### src/rtl/tvsg_pkg.sv
// Shared types, constants and tables of the three-voice sound generator.
// Used by tvsg_front, tvsg_engine and three_voice_sound_generator_top.
package tvsg_pkg;

    localparam int FRACTION_BITS    = 8;
    localparam int MASTER_GAIN_FULL = 255;
    localparam int VOICES           = 3;
    localparam int REG_COUNT        = 14;
    localparam int QUEUE_DEPTH      = 2;
    localparam int QPTR_W           = (QUEUE_DEPTH > 1) ? $clog2(QUEUE_DEPTH) : 1;
    localparam int QCNT_W           = $clog2(QUEUE_DEPTH + 1);

    localparam int RATIO_W    = 24;
    localparam int TICK_SHIFT = FRACTION_BITS + 4;
    localparam int TOTAL_W    = RATIO_W + 1;
    localparam int TICK_W     = TOTAL_W - TICK_SHIFT;

    // Reciprocal for the division by full-scale gain.
    localparam int          GAIN_RECIP_SH = 31;
    localparam logic [31:0] GAIN_RECIP    =
        32'(((64'd1 << GAIN_RECIP_SH) + MASTER_GAIN_FULL - 1) / MASTER_GAIN_FULL);

    localparam logic signed [47:0] DC_POLE_Q15 = 48'sd32604;
    localparam logic signed [47:0] DC_ROUND    = 48'sd16384;

    typedef logic [1:0] t_op;
    localparam t_op OP_WRITE   = 2'd0;
    localparam t_op OP_READ    = 2'd1;
    localparam t_op OP_SAMPLE  = 2'd2;
    localparam t_op OP_IGNORED = 2'd3;

    typedef logic [1:0] t_cfg_idx;
    localparam t_cfg_idx CFG_RATIO = 2'd0;
    localparam t_cfg_idx CFG_GAIN  = 2'd1;
    localparam t_cfg_idx CFG_PAN   = 2'd2;

    localparam logic [1:0] PAN_MONO = 2'd0;
    localparam logic [1:0] PAN_AB   = 2'd1;
    localparam logic [1:0] PAN_AC   = 2'd2;

    typedef logic [1:0] t_env_act;
    localparam t_env_act ENV_DECAY  = 2'd0;
    localparam t_env_act ENV_ATTACK = 2'd1;
    localparam t_env_act ENV_HOLD   = 2'd2;
    localparam t_env_act ENV_OFF    = 2'd3;

    localparam logic [3:0] REG_MIXER     = 4'd7;
    localparam logic [3:0] REG_ENV_SHAPE = 4'd13;

    typedef struct packed {
        t_op        op;
        logic [3:0] addr;
        logic [7:0] value;
    } t_cmd;

    typedef struct packed {
        logic [RATIO_W-1:0] ratio;
        logic [7:0]         gain;
        logic [1:0]         pan;
    } t_cfg;

    typedef struct packed {
        logic [15:0] cnt;
        logic        half;
        logic [3:0]  level;
    } t_env;

    function automatic logic [7:0] reg_mask(input logic [3:0] addr);
        case (addr)
            4'd1, 4'd3, 4'd5, 4'd13: reg_mask = 8'h0F;
            4'd6, 4'd8, 4'd9, 4'd10: reg_mask = 8'h1F;
            4'd7:                    reg_mask = 8'h3F;
            4'd14, 4'd15:            reg_mask = 8'h00;
            default:                 reg_mask = 8'hFF;
        endcase
    endfunction

    // Half of the DAC table value.
    function automatic logic [14:0] dac_half(input logic [3:0] idx);
        case (idx)
            4'd0:    dac_half = 15'd0;
            4'd1:    dac_half = 15'd256;
            4'd2:    dac_half = 15'd414;
            4'd3:    dac_half = 15'd619;
            4'd4:    dac_half = 15'd961;
            4'd5:    dac_half = 15'd1619;
            4'd6:    dac_half = 15'd2463;
            4'd7:    dac_half = 15'd4555;
            4'd8:    dac_half = 15'd5172;
            4'd9:    dac_half = 15'd8938;
            4'd10:   dac_half = 15'd12341;
            4'd11:   dac_half = 15'd15221;
            4'd12:   dac_half = 15'd19422;
            4'd13:   dac_half = 15'd23635;
            4'd14:   dac_half = 15'd28201;
            default: dac_half = 15'd32767;
        endcase
    endfunction

    // Envelope level scaled to full amplitude, rounded down.
    function automatic logic [14:0] env_amp(input logic [3:0] lvl);
        case (lvl)
            4'd0:    env_amp = 15'd0;
            4'd1:    env_amp = 15'd2184;
            4'd2:    env_amp = 15'd4368;
            4'd3:    env_amp = 15'd6553;
            4'd4:    env_amp = 15'd8737;
            4'd5:    env_amp = 15'd10922;
            4'd6:    env_amp = 15'd13106;
            4'd7:    env_amp = 15'd15291;
            4'd8:    env_amp = 15'd17475;
            4'd9:    env_amp = 15'd19660;
            4'd10:   env_amp = 15'd21844;
            4'd11:   env_amp = 15'd24029;
            4'd12:   env_amp = 15'd26213;
            4'd13:   env_amp = 15'd28398;
            4'd14:   env_amp = 15'd30582;
            default: env_amp = 15'd32767;
        endcase
    endfunction

    function automatic t_env_act env_action(input logic [3:0] shape, input logic half);
        case (shape)
            4'd0, 4'd1, 4'd2, 4'd3: env_action = half ? ENV_OFF : ENV_DECAY;
            4'd4, 4'd5, 4'd6, 4'd7: env_action = half ? ENV_OFF : ENV_ATTACK;
            4'd8:                   env_action = ENV_DECAY;
            4'd9:                   env_action = half ? ENV_OFF : ENV_DECAY;
            4'd10:                  env_action = half ? ENV_ATTACK : ENV_DECAY;
            4'd11:                  env_action = half ? ENV_HOLD : ENV_DECAY;
            4'd12:                  env_action = ENV_ATTACK;
            4'd13:                  env_action = half ? ENV_HOLD : ENV_ATTACK;
            4'd14:                  env_action = half ? ENV_DECAY : ENV_ATTACK;
            default:                env_action = half ? ENV_OFF : ENV_ATTACK;
        endcase
    endfunction

endpackage

### src/rtl/three_voice_sound_generator_top.sv
// Three-voice sound generator, top level: stream ports, configuration registers.
// Instantiates tvsg_front and tvsg_engine; depends on tvsg_pkg.
// A read result is registered on acceptance. A sample steps (clock_ratio_q8 + remainder) >> 12
// ticks, one tick per cycle, then the mix, DC, gain, divide and output states.
// Throughput: one item at a time in the engine; a two-entry queue buffers input.
// Reset: synchronous, active low; clears all generator and filter state.
module three_voice_sound_generator_top (
    input  logic        i_clk,
    input  logic        i_rst_n,
    input  logic        s_axis_tvalid,
    output logic        s_axis_tready,
    input  logic [15:0] s_axis_tdata,   // reg_addr[3:0], reg_value[11:4], zero pad
    input  logic [1:0]  s_axis_tuser,   // op[1:0]
    output logic        m_axis_tvalid,
    input  logic        m_axis_tready,
    output logic [39:0] m_axis_tdata,   // left_sample, right_sample, read_data
    input  logic        i_cfg_valid,
    output logic        o_cfg_ready,
    input  logic [1:0]  i_cfg_index,
    input  logic [23:0] i_cfg_data
);

    tvsg_pkg::t_cfg r_cfg;
    tvsg_pkg::t_cmd w_in_cmd, w_cmd;
    logic w_cmd_valid, w_cmd_ready;
    logic [15:0] w_left, w_right;
    logic [7:0]  w_read_data;

    assign o_cfg_ready = 1'b1;

    always_ff @(posedge i_clk) begin
        if (!i_rst_n) begin
            r_cfg.ratio <= 24'd10294;
            r_cfg.gain  <= 8'd255;
            r_cfg.pan   <= tvsg_pkg::PAN_AB;
        end else if (i_cfg_valid) begin
            case (i_cfg_index)
                tvsg_pkg::CFG_RATIO: r_cfg.ratio <= i_cfg_data;
                tvsg_pkg::CFG_GAIN:  r_cfg.gain  <= i_cfg_data[7:0];
                tvsg_pkg::CFG_PAN:   r_cfg.pan   <= i_cfg_data[1:0];
                default: ;
            endcase
        end
    end

    assign w_in_cmd.op    = s_axis_tuser;
    assign w_in_cmd.addr  = s_axis_tdata[3:0];
    assign w_in_cmd.value = s_axis_tdata[11:4];

    tvsg_front u_front (
        .i_clk       (i_clk),
        .i_rst_n     (i_rst_n),
        .i_valid     (s_axis_tvalid),
        .o_ready     (s_axis_tready),
        .i_cmd       (w_in_cmd),
        .o_cmd_valid (w_cmd_valid),
        .i_cmd_ready (w_cmd_ready),
        .o_cmd       (w_cmd)
    );

    tvsg_engine u_engine (
        .i_clk       (i_clk),
        .i_rst_n     (i_rst_n),
        .i_cfg       (r_cfg),
        .i_cmd_valid (w_cmd_valid),
        .o_cmd_ready (w_cmd_ready),
        .i_cmd       (w_cmd),
        .o_out_valid (m_axis_tvalid),
        .i_out_ready (m_axis_tready),
        .o_left      (w_left),
        .o_right     (w_right),
        .o_read_data (w_read_data)
    );

    assign m_axis_tdata = {w_read_data, w_right, w_left};

    // A full input queue always has a command waiting for the engine.
    a_full_has_cmd: assert property (@(posedge i_clk) disable iff (!i_rst_n)
        !s_axis_tready |-> w_cmd_valid)
        else $error("input stalled with empty queue");

    // A read taken by the engine is presented on the next cycle.
    a_read_result: assert property (@(posedge i_clk) disable iff (!i_rst_n)
        (w_cmd_valid && w_cmd_ready && w_cmd.op == tvsg_pkg::OP_READ) |=> m_axis_tvalid)
        else $error("read result missing");

    // A register write never creates a result.
    a_write_silent: assert property (@(posedge i_clk) disable iff (!i_rst_n)
        (w_cmd_valid && w_cmd_ready && w_cmd.op == tvsg_pkg::OP_WRITE && !m_axis_tvalid)
        |=> !m_axis_tvalid)
        else $error("write produced a result");

endmodule

### src/rtl/tvsg_front.sv
// Front end: accepts input items, drops unused op codes and queues commands.
// Depends on tvsg_pkg for the command type and queue depth.
module tvsg_front (
    input  logic          i_clk,
    input  logic          i_rst_n,
    input  logic          i_valid,
    output logic          o_ready,
    input  tvsg_pkg::t_cmd i_cmd,
    output logic          o_cmd_valid,
    input  logic          i_cmd_ready,
    output tvsg_pkg::t_cmd o_cmd
);

    tvsg_pkg::t_cmd r_queue [tvsg_pkg::QUEUE_DEPTH];
    logic [tvsg_pkg::QPTR_W-1:0] r_wr_ptr, r_rd_ptr;
    logic [tvsg_pkg::QCNT_W-1:0] r_count;
    logic w_push, w_pop;

    assign o_ready     = (r_count < tvsg_pkg::QCNT_W'(tvsg_pkg::QUEUE_DEPTH));
    assign o_cmd_valid = (r_count != '0);
    assign o_cmd       = r_queue[r_rd_ptr];
    assign w_push      = i_valid && o_ready && (i_cmd.op != tvsg_pkg::OP_IGNORED);
    assign w_pop       = o_cmd_valid && i_cmd_ready;

    always_ff @(posedge i_clk) begin
        if (!i_rst_n) begin
            r_wr_ptr <= '0;
            r_rd_ptr <= '0;
            r_count  <= '0;
        end else begin
            if (w_push) begin
                r_wr_ptr <= (r_wr_ptr == tvsg_pkg::QPTR_W'(tvsg_pkg::QUEUE_DEPTH - 1)) ?
                            '0 : r_wr_ptr + 1'b1;
            end
            if (w_pop) begin
                r_rd_ptr <= (r_rd_ptr == tvsg_pkg::QPTR_W'(tvsg_pkg::QUEUE_DEPTH - 1)) ?
                            '0 : r_rd_ptr + 1'b1;
            end
            if (w_push && !w_pop) begin
                r_count <= r_count + 1'b1;
            end else if (!w_push && w_pop) begin
                r_count <= r_count - 1'b1;
            end
        end
    end

    always_ff @(posedge i_clk) begin
        if (w_push) begin
            r_queue[r_wr_ptr] <= i_cmd;
        end
    end

endmodule

### src/rtl/tvsg_engine.sv
// Back end: chip registers, tone/noise/envelope generators, mixer, DC blocker, gain.
// Depends on tvsg_pkg; fed by tvsg_front through its command queue.
module tvsg_engine (
    input  logic           i_clk,
    input  logic           i_rst_n,
    input  tvsg_pkg::t_cfg i_cfg,
    input  logic           i_cmd_valid,
    output logic           o_cmd_ready,
    input  tvsg_pkg::t_cmd i_cmd,
    output logic           o_out_valid,
    input  logic           i_out_ready,
    output logic [15:0]    o_left,
    output logic [15:0]    o_right,
    output logic [7:0]     o_read_data
);

    typedef enum logic [6:0] {
        ST_IDLE = 7'b0000001,
        ST_TICK = 7'b0000010,
        ST_MIX  = 7'b0000100,
        ST_DC   = 7'b0001000,
        ST_GAIN = 7'b0010000,
        ST_DIV  = 7'b0100000,
        ST_OUT  = 7'b1000000
    } t_state;

    t_state r_state, n_state;

    logic [7:0]  r_regs [tvsg_pkg::REG_COUNT];
    logic [11:0] r_tone_cnt [tvsg_pkg::VOICES];
    logic        r_tone_ph  [tvsg_pkg::VOICES];
    logic [4:0]  r_noise_cnt;
    logic [16:0] r_noise_sh;
    logic        r_noise_bit;
    tvsg_pkg::t_env r_env;
    logic [3:0]  r_env_shape;
    logic [tvsg_pkg::TICK_SHIFT-1:0] r_remain;
    logic [tvsg_pkg::TICK_W-1:0]     r_ticks;
    logic signed [31:0] r_xh_l, r_xh_r, r_yh_l, r_yh_r;

    logic [14:0] r_mix_l, r_mix_r;
    logic signed [16:0] r_v_l, r_v_r;
    logic signed [25:0] r_p_l, r_p_r;
    logic [25:0] r_q_l, r_q_r;
    logic        r_neg_l, r_neg_r;

    logic        r_out_valid;
    logic [15:0] r_out_left, r_out_right;
    logic [7:0]  r_out_data;

    logic w_out_free, w_take, w_out_load;
    logic [tvsg_pkg::TOTAL_W-1:0] w_total;

    // Generator next-state after one tick.
    logic [11:0] n_tone_cnt [tvsg_pkg::VOICES];
    logic        n_tone_ph  [tvsg_pkg::VOICES];
    logic [4:0]  n_noise_cnt;
    logic [16:0] n_noise_sh;
    logic        n_noise_bit;
    tvsg_pkg::t_env n_env;

    logic [14:0] w_voice [tvsg_pkg::VOICES];
    logic [14:0] w_mix_l, w_mix_r;
    logic [16:0] w_sum3;
    logic [32:0] w_mono_prod;
    logic signed [31:0] w_y_l, w_y_r;
    logic [7:0]  w_gain;

    function automatic logic [11:0] tone_period(input logic [7:0] lo, input logic [7:0] hi);
        logic [11:0] p;
        p = {hi[3:0], lo};
        tone_period = (p == '0) ? 12'd1 : p;
    endfunction

    function automatic tvsg_pkg::t_env env_half(input tvsg_pkg::t_env e,
                                                input logic [3:0] shape,
                                                input logic [15:0] period);
        tvsg_pkg::t_env r;
        tvsg_pkg::t_env_act act;
        r = e;
        r.cnt = e.cnt + 16'd1;
        act = tvsg_pkg::env_action(shape, e.half);
        if (r.cnt >= period) begin
            r.cnt = '0;
            case (act)
                tvsg_pkg::ENV_ATTACK: begin
                    r.level = e.level + 4'd1;
                    if (r.level == 4'd15) r.half = ~e.half;
                end
                tvsg_pkg::ENV_DECAY: begin
                    r.level = e.level - 4'd1;
                    if (r.level == 4'd0) r.half = ~e.half;
                end
                tvsg_pkg::ENV_OFF: r.level = '0;
                default: r.level = e.level;
            endcase
        end
        env_half = r;
    endfunction

    function automatic logic signed [31:0] dc_step(input logic signed [31:0] x,
                                                   input logic signed [31:0] xp,
                                                   input logic signed [31:0] yp);
        logic signed [47:0] fbp, y48;
        fbp = 48'(yp) * tvsg_pkg::DC_POLE_Q15 + tvsg_pkg::DC_ROUND;
        y48 = 48'(x) - 48'(xp) + (fbp >>> 15);
        dc_step = y48[31:0];
    endfunction

    assign w_out_free  = !r_out_valid || i_out_ready;
    assign o_cmd_ready = (r_state == ST_IDLE) &&
                         ((i_cmd.op != tvsg_pkg::OP_READ) || w_out_free);
    assign w_take      = i_cmd_valid && o_cmd_ready;
    assign w_out_load  = (w_take && i_cmd.op == tvsg_pkg::OP_READ) ||
                         (r_state == ST_OUT && w_out_free);
    assign w_total     = tvsg_pkg::TOTAL_W'(i_cfg.ratio) + tvsg_pkg::TOTAL_W'(r_remain);
    assign w_gain      = (i_cfg.gain > 8'(tvsg_pkg::MASTER_GAIN_FULL)) ?
                         8'(tvsg_pkg::MASTER_GAIN_FULL) : i_cfg.gain;

    // One generator tick: sync equal periods, then two half-clocks of everything.
    always_comb begin
        logic [11:0] per [tvsg_pkg::VOICES];
        logic [4:0]  nper;
        logic [15:0] eper;
        logic        fb;
        for (int c = 0; c < tvsg_pkg::VOICES; c++) begin
            per[c]        = tone_period(r_regs[2*c], r_regs[2*c+1]);
            n_tone_cnt[c] = r_tone_cnt[c];
            n_tone_ph[c]  = r_tone_ph[c];
        end
        if (per[0] == per[1] && n_tone_cnt[0] != n_tone_cnt[1]) begin
            n_tone_cnt[0] = n_tone_cnt[1];
            n_tone_ph[0]  = n_tone_ph[1];
        end
        if (per[0] == per[2] && n_tone_cnt[0] != n_tone_cnt[2]) begin
            n_tone_cnt[0] = n_tone_cnt[2];
            n_tone_ph[0]  = n_tone_ph[2];
        end
        if (per[1] == per[2] && n_tone_cnt[1] != n_tone_cnt[2]) begin
            n_tone_cnt[1] = n_tone_cnt[2];
            n_tone_ph[1]  = n_tone_ph[2];
        end
        for (int c = 0; c < tvsg_pkg::VOICES; c++) begin
            for (int h = 0; h < 2; h++) begin
                n_tone_cnt[c] = n_tone_cnt[c] + 12'd1;
                if (n_tone_cnt[c] >= per[c]) begin
                    n_tone_cnt[c] = '0;
                    n_tone_ph[c]  = ~n_tone_ph[c];
                end
            end
        end
        nper        = (r_regs[6][4:0] == '0) ? 5'd1 : r_regs[6][4:0];
        n_noise_cnt = r_noise_cnt;
        n_noise_sh  = r_noise_sh;
        n_noise_bit = r_noise_bit;
        fb          = 1'b0;
        for (int h = 0; h < 2; h++) begin
            n_noise_cnt = n_noise_cnt + 5'd1;
            if (n_noise_cnt >= nper) begin
                fb          = n_noise_sh[0] ^ n_noise_sh[3];
                n_noise_cnt = '0;
                n_noise_sh  = {fb, n_noise_sh[16:1]};
                n_noise_bit = n_noise_sh[0];
            end
        end
        eper  = {r_regs[12], r_regs[11]};
        eper  = (eper == '0) ? 16'd1 : eper;
        n_env = env_half(r_env, r_env_shape, eper);
        n_env = env_half(n_env, r_env_shape, eper);
    end

    // Voice gating and panning.
    always_comb begin
        logic [7:0]  mix;
        logic [7:0]  vol;
        logic [15:0] s_a, s_b;
        mix = r_regs[tvsg_pkg::REG_MIXER];
        for (int c = 0; c < tvsg_pkg::VOICES; c++) begin
            vol = r_regs[8+c];
            if ((mix[c] || r_tone_ph[c]) && (mix[3+c] || r_noise_bit)) begin
                w_voice[c] = vol[4] ? tvsg_pkg::env_amp(r_env.level) :
                                      tvsg_pkg::dac_half(vol[3:0]);
            end else begin
                w_voice[c] = '0;
            end
        end
        w_sum3      = 17'(w_voice[0]) + 17'(w_voice[1]) + 17'(w_voice[2]);
        // Divide by three: exact for sums below 2^17.
        w_mono_prod = 33'(w_sum3) * 33'd43691;
        s_b         = 16'(w_voice[1]) + 16'(w_voice[2]);
        s_a         = (i_cfg.pan == tvsg_pkg::PAN_AC) ?
                      16'(w_voice[0]) + 16'(w_voice[2]) :
                      16'(w_voice[0]) + 16'(w_voice[1]);
        if (i_cfg.pan == tvsg_pkg::PAN_MONO) begin
            w_mix_l = w_mono_prod[31:17];
            w_mix_r = w_mono_prod[31:17];
        end else begin
            w_mix_l = s_a[15:1];
            w_mix_r = s_b[15:1];
        end
    end

    assign w_y_l = dc_step({2'b00, r_mix_l, 15'd0}, r_xh_l, r_yh_l);
    assign w_y_r = dc_step({2'b00, r_mix_r, 15'd0}, r_xh_r, r_yh_r);

    always_comb begin
        n_state = r_state;
        case (r_state)
            ST_IDLE: begin
                if (w_take && i_cmd.op == tvsg_pkg::OP_SAMPLE) begin
                    n_state = (w_total[tvsg_pkg::TOTAL_W-1:tvsg_pkg::TICK_SHIFT] == '0) ?
                              ST_MIX : ST_TICK;
                end
            end
            ST_TICK: n_state = (r_ticks == tvsg_pkg::TICK_W'(1)) ? ST_MIX : ST_TICK;
            ST_MIX:  n_state = ST_DC;
            ST_DC:   n_state = ST_GAIN;
            ST_GAIN: n_state = ST_DIV;
            ST_DIV:  n_state = ST_OUT;
            ST_OUT:  n_state = w_out_free ? ST_IDLE : ST_OUT;
            default: n_state = ST_IDLE;
        endcase
    end

    always_ff @(posedge i_clk) begin
        if (!i_rst_n) begin
            r_state     <= ST_IDLE;
            r_out_valid <= 1'b0;
            for (int i = 0; i < tvsg_pkg::REG_COUNT; i++) r_regs[i] <= '0;
            for (int c = 0; c < tvsg_pkg::VOICES; c++) begin
                r_tone_cnt[c] <= '0;
                r_tone_ph[c]  <= 1'b1;
            end
            r_noise_cnt <= '0;
            r_noise_sh  <= 17'd1;
            r_noise_bit <= 1'b1;
            r_env       <= '0;
            r_env_shape <= '0;
            r_remain    <= '0;
            r_xh_l      <= '0;
            r_xh_r      <= '0;
            r_yh_l      <= '0;
            r_yh_r      <= '0;
        end else begin
            r_state <= n_state;
            if (r_out_valid && i_out_ready && !w_out_load) begin
                r_out_valid <= 1'b0;
            end
            if (w_take) begin
                case (i_cmd.op)
                    tvsg_pkg::OP_WRITE: begin
                        if (i_cmd.addr < 4'(tvsg_pkg::REG_COUNT)) begin
                            r_regs[i_cmd.addr] <= i_cmd.value & tvsg_pkg::reg_mask(i_cmd.addr);
                        end
                        if (i_cmd.addr == tvsg_pkg::REG_ENV_SHAPE) begin
                            r_env.cnt   <= '0;
                            r_env.half  <= 1'b0;
                            r_env.level <= i_cmd.value[2] ? 4'd0 : 4'd15;
                            r_env_shape <= i_cmd.value[3:0];
                        end
                    end
                    tvsg_pkg::OP_READ: begin
                        r_out_valid <= 1'b1;
                        r_out_left  <= '0;
                        r_out_right <= '0;
                        r_out_data  <= (i_cmd.addr < 4'(tvsg_pkg::REG_COUNT)) ?
                                       r_regs[i_cmd.addr] : 8'd0;
                    end
                    tvsg_pkg::OP_SAMPLE: begin
                        r_remain <= w_total[tvsg_pkg::TICK_SHIFT-1:0];
                        r_ticks  <= w_total[tvsg_pkg::TOTAL_W-1:tvsg_pkg::TICK_SHIFT];
                    end
                    default: ;
                endcase
            end
            if (r_state == ST_TICK) begin
                r_tone_cnt  <= n_tone_cnt;
                r_tone_ph   <= n_tone_ph;
                r_noise_cnt <= n_noise_cnt;
                r_noise_sh  <= n_noise_sh;
                r_noise_bit <= n_noise_bit;
                r_env       <= n_env;
                r_ticks     <= r_ticks - 1'b1;
            end
            if (r_state == ST_DC) begin
                r_xh_l <= {2'b00, r_mix_l, 15'd0};
                r_xh_r <= {2'b00, r_mix_r, 15'd0};
                r_yh_l <= w_y_l;
                r_yh_r <= w_y_r;
            end
            if (r_state == ST_OUT && w_out_free) begin
                r_out_valid <= 1'b1;
                r_out_data  <= '0;
                r_out_left  <= r_neg_l ? ((r_q_l > 26'd32768) ? 16'h8000 : 16'(-r_q_l)) :
                                         ((r_q_l > 26'd32767) ? 16'h7FFF : r_q_l[15:0]);
                r_out_right <= r_neg_r ? ((r_q_r > 26'd32768) ? 16'h8000 : 16'(-r_q_r)) :
                                         ((r_q_r > 26'd32767) ? 16'h7FFF : r_q_r[15:0]);
            end
        end
    end

    // Arithmetic pipeline registers, one stage per state.
    always_ff @(posedge i_clk) begin
        logic [24:0] m_l, m_r;
        logic [56:0] pr_l, pr_r;
        m_l  = r_p_l[25] ? 25'(-r_p_l) : r_p_l[24:0];
        m_r  = r_p_r[25] ? 25'(-r_p_r) : r_p_r[24:0];
        pr_l = 57'(m_l) * 57'(tvsg_pkg::GAIN_RECIP);
        pr_r = 57'(m_r) * 57'(tvsg_pkg::GAIN_RECIP);
        if (r_state == ST_MIX) begin
            r_mix_l <= w_mix_l;
            r_mix_r <= w_mix_r;
        end
        if (r_state == ST_DC) begin
            r_v_l <= w_y_l[31:15];
            r_v_r <= w_y_r[31:15];
        end
        if (r_state == ST_GAIN) begin
            r_p_l <= 26'(r_v_l) * $signed({18'd0, w_gain});
            r_p_r <= 26'(r_v_r) * $signed({18'd0, w_gain});
        end
        if (r_state == ST_DIV) begin
            r_neg_l <= r_p_l[25];
            r_neg_r <= r_p_r[25];
            r_q_l   <= pr_l[56:tvsg_pkg::GAIN_RECIP_SH];
            r_q_r   <= pr_r[56:tvsg_pkg::GAIN_RECIP_SH];
        end
    end

    assign o_out_valid = r_out_valid;
    assign o_left      = r_out_left;
    assign o_right     = r_out_right;
    assign o_read_data = r_out_data;

endmodule
### config.mk
export PLATFORM = sky130hd
export DESIGN_NAME = three_voice_sound_generator_top
export DESIGN_NICKNAME = d
export VERILOG_FILES = /design/src/rtl/tvsg_pkg.sv /design/src/rtl/three_voice_sound_generator_top.sv /design/src/rtl/tvsg_front.sv /design/src/rtl/tvsg_engine.sv
export SDC_FILE = /design/constraint.sdc
export NUM_CORES = 2
export LEC_CHECK = 0
export ABC_CLOCK_PERIOD_IN_PS = 26000
export BUFFER_PORTS_ARGS = -buffer_cell sky130_fd_sc_hd__buf_4
export CAP_MARGIN = 20
export CORE_MARGIN = 1
export CORE_UTILIZATION = 25
export CTS_CLUSTER_DIAMETER = 50
export DETAILED_ROUTE_END_ITERATION = 10
export SETUP_SLACK_MARGIN = 0.4
export SYNTH_ARGS = -nofsm -noshare
export SYNTH_HDL_FRONTEND = slang
export SYNTH_SLANG_ARGS = --single-unit
### constraint.sdc
create_clock -name i_clk -period 26 [get_ports i_clk]
set_input_delay 1.3 -clock i_clk [delete_from_list [all_inputs] [get_ports i_clk]]
set_output_delay 1.3 -clock i_clk [all_outputs]
set_load 0.02 [all_outputs]
==> results.txt <==
Unique masters post-synth = 104
total net switching power = 5.131 mW
Post-route DRC = 0
vias = 61.34k
Max-Cap Viols = 0
CTS buffer count = 83
First-pass DRT Iterations = 5
Max Clock Freq = 82.53 MHz
slowest cell on the critical path = or4b_2
clk sinks = 608
die area = 0.3325 mm²
Flop pwr share = 11.5%
nets = 11.12k
clock power share = 11.9%
share of cells above drive strength 1 = 4.234%
Post-synth ARST share = 0%
starting density of the core = 25.18%
outcome = finished clean
synthesized flop and latch total = 608
DR WL/cell = 14.96 µm
Data required, critical path = 26.44 ns
Area Overhead vs Synth = 10.15%
crit-path max FO = 9
Tot GR Track Use = 12.01%
Hold Path Class = reg2reg
Syn Area/Cell = 9.120 µm²
arrival time worst endpoint = 12.55 ns
reg-to-reg slack, setup = 13.88 ns
Synth Flop Type = edfxtp_1
hold depth = 2
Area contributors post-synth = fa_1 22%, ha_1 18%, edfxtp_1 13%
switch share = 52.10%
first-pass GRT wire length = 326.7 mm
LEAKAGE = 42.06 nW
Critical Path Max Stage Delay = 0.67 ns
final setup violating endpoints = 0
initial antenna violation count = 4
PostCTS Resize Cnt = 0
CTS clock-pin slew for the worst setup and hold paths = 0.06 ns
DP HPWL = 162.3 mm
crit share post-route = 46.60%
startpoint type of the worst setup path = flip-flop
P_int = 4.717 mW
Rows = 210
Routability Congestion = 0.8958
Max-slew headroom = 21.75%
CTS Buffer Depth = 3
Post-synth EDFFs = 361
unrepaired setup endpoints after global routing = false
vias in the first global route = 60.50k
Syn Nets = 11.17k
Synth warnings = 0
Peak VDD IR = 0.0008781 V
Die Y = 576.7 µm
# IOs = 92
Die X = 576.7 µm
Post-Syn Area = 0.08256 mm²
Most common cell on crit path = a21oi_1
vias per cell = 4.571
hold slack = 0.4510 ns
Worst R2R Start = u_engine.r_regs[9][1]
hold_sp = u_engine.r_xh_r[20]
post-CTS setup buffer count = 0
Congestion Overflow GR = 0
final wirelength = 200.7 mm
clk_lat worst skew = 0.71 ns
PortBufs = 86
final hold viol count = 0
combinational fraction of design power = 76.6%
synth cell count leaders = 1512 x inv_1, 1162 x ha_1, 910 x fa_1, 803 x nand2_1, 583 x nor2_1
hold buffer count at CTS = 0
Seq/Total Area, Yosys = 19.12%
PwrDens = 108.3 mW/mm²
Final TNS setup = 0 ns
Reg2Reg Depth = 50
Synth area leader = fa_1
max-slew violations = 0
dpl cells = 13.26k
H-tree Lvls = 3
worst hold path endpoint = u_engine.r_xh_r[20]
Iter 0 DRT Violations = 3717
minimum clock period = 12.12 ns
Mapped Cells = 9052
CP Capture Type = flip-flop
worst-margin pin slew = 1.174 ns
count leader, synth = inv_1
share of the synthesized area in the top cell type = 22.07%
final std cells w/o fill = 13.42k
CP Class = reg2reg
largest net degree at the start of global routing = 80
TritonCTS clock tree = built
Final ANT Viol Nets = 0
Setup Skew = 0.04684 ns
root buf cell = clkbuf_16
worst r2r dst = u_engine.r_mix_r[13]
core area = 0.3279 mm²
-- power by group through the flow --
stage          Combinational [mW]  Clock [mW]  Sequential [mW]
2_1_floorplan                5.37           0             1.15
3_3_place_gp                 7.56           0             1.16
3_5_place_dp                 7.59           0             1.16
4_1_cts                      7.67        1.20             1.14
5_1_grt                      8.61        1.24             1.14
6_report                     7.54        1.17             1.14
-- through the flow --
step	power [mW]	worst slack (ns)	util, %	instance area [µm²]
final	9.848	13.88	27.73	90940
after global routing	10.99	12.92	27.73	90940
after CTS	10.00	13.84	27.71	90860
after detailed placement	8.744	13.89	26.85	88030
after global placement	8.716	13.99	26.85	88030
after floorplan	6.520	15.74	-	82560
-- routing by layer --
layer | vias up | global-route usage [%] | share of wire (%)
met5 | - | 0 | 0.0040
li1 | 30175 | - | -
met4 | 2 | 2.914 | 2.4
met3 | 240 | 1.160 | 4.0
met2 | 1157 | 20.01 | 47
met1 | 29766 | 16.64 | 47
-- final cells by class --
cell class              count  area (µm²)
multi-input cells        6658       60120
repair buffers            134        1051
clock buffers              97        2202
clock inverters            56       628.1
well taps                4346        5438
fillers                 34908      237000
inverters                1517        5702
flip-flops and latches    608       15790
diodes                      3       7.507
-- worst max path at each step --
stage / startpoint / endpoint / slack [ns]
after detailed placement: u_engine.r_regs[9][1] / u_engine.r_mix_r[13] / 13.89
after CTS: u_engine.r_regs[9][1] / u_engine.r_mix_r[13] / 13.84
after global routing: u_engine.r_regs[9][1] / u_engine.r_mix_r[13] / 12.92
after floorplan: u_engine.r_regs[9][1] / u_engine.r_mix_r[13] / 15.74
final: u_engine.r_regs[9][1] / u_engine.r_mix_r[13] / 13.88
after global placement: u_engine.r_regs[9][1] / u_engine.r_mix_r[13] / 13.99
-- registers in the layout, indices dropped and copies added, names as in the netlist, 16 cells and up, named ones only --
name	cells
u_engine.r_v_l	17
u_engine.r_tone_cnt	36
u_engine.r_q_l	18
u_front.r_queue	28
u_engine.r_p_l	26
u_engine.r_v_r	17
u_engine.r_noise_sh	17
u_engine.r_regs	126
u_engine.o_right	16
u_engine.r_env	21
u_engine.r_p_r	26
u_engine.r_yh_r	32
u_engine.r_yh_l	32
u_engine.r_q_r	18
u_engine.o_left	16
r_cfg	34
-- worst max-delay path: cells and delay by family, from the launching register on --
| family | cells | cell delay (ns) |
|---|---|---|
| compound gates | 17 | 3.00 |
| xor+xnor | 3 | 0.89 |
| fa+ha+maj | 10 | 3.98 |
| buf+inv | 5 | 0.40 |
| flops | 1 | 0.53 |
| mux | 1 | 0.29 |
| simple gates | 14 | 2.74 |
-- kinds of logic after synthesis --
| logic type | share of synthesized area (%) |
|---|---|
| compound gates | 11.47 |
| xor+xnor | 6.212 |
| fa+ha+maj | 39.70 |
| buf+inv | 8.151 |
| flops | 19.12 |
| mux | 1.100 |
| other cells | 0.004542 |
| simple gates | 14.24 |
-- layout by cell type, fill, tap and decap left out, types with 53 or more instances in the layout --
master and count:
edfxtp_1 361, clkbuf_16 85, a31oi_1 53, nor2_1 582
xnor2_1 385, o21ai_0 270, xor2_1 198, a211oi_1 99
mux2i_1 63, ha_1 1162, and2_1 226, and3_1 72
o211ai_1 62, dfxtp_1 244, or3_1 77, a21o_1 106
inv_1 1512, nand2_1 803, nand4_1 57, fa_1 910
nand2b_1 66, a21oi_1 441, buf_4 131, nor3_1 145
o21a_1 57, nand3_1 184
Note: power is estimated with default switching activity, not from simulation.
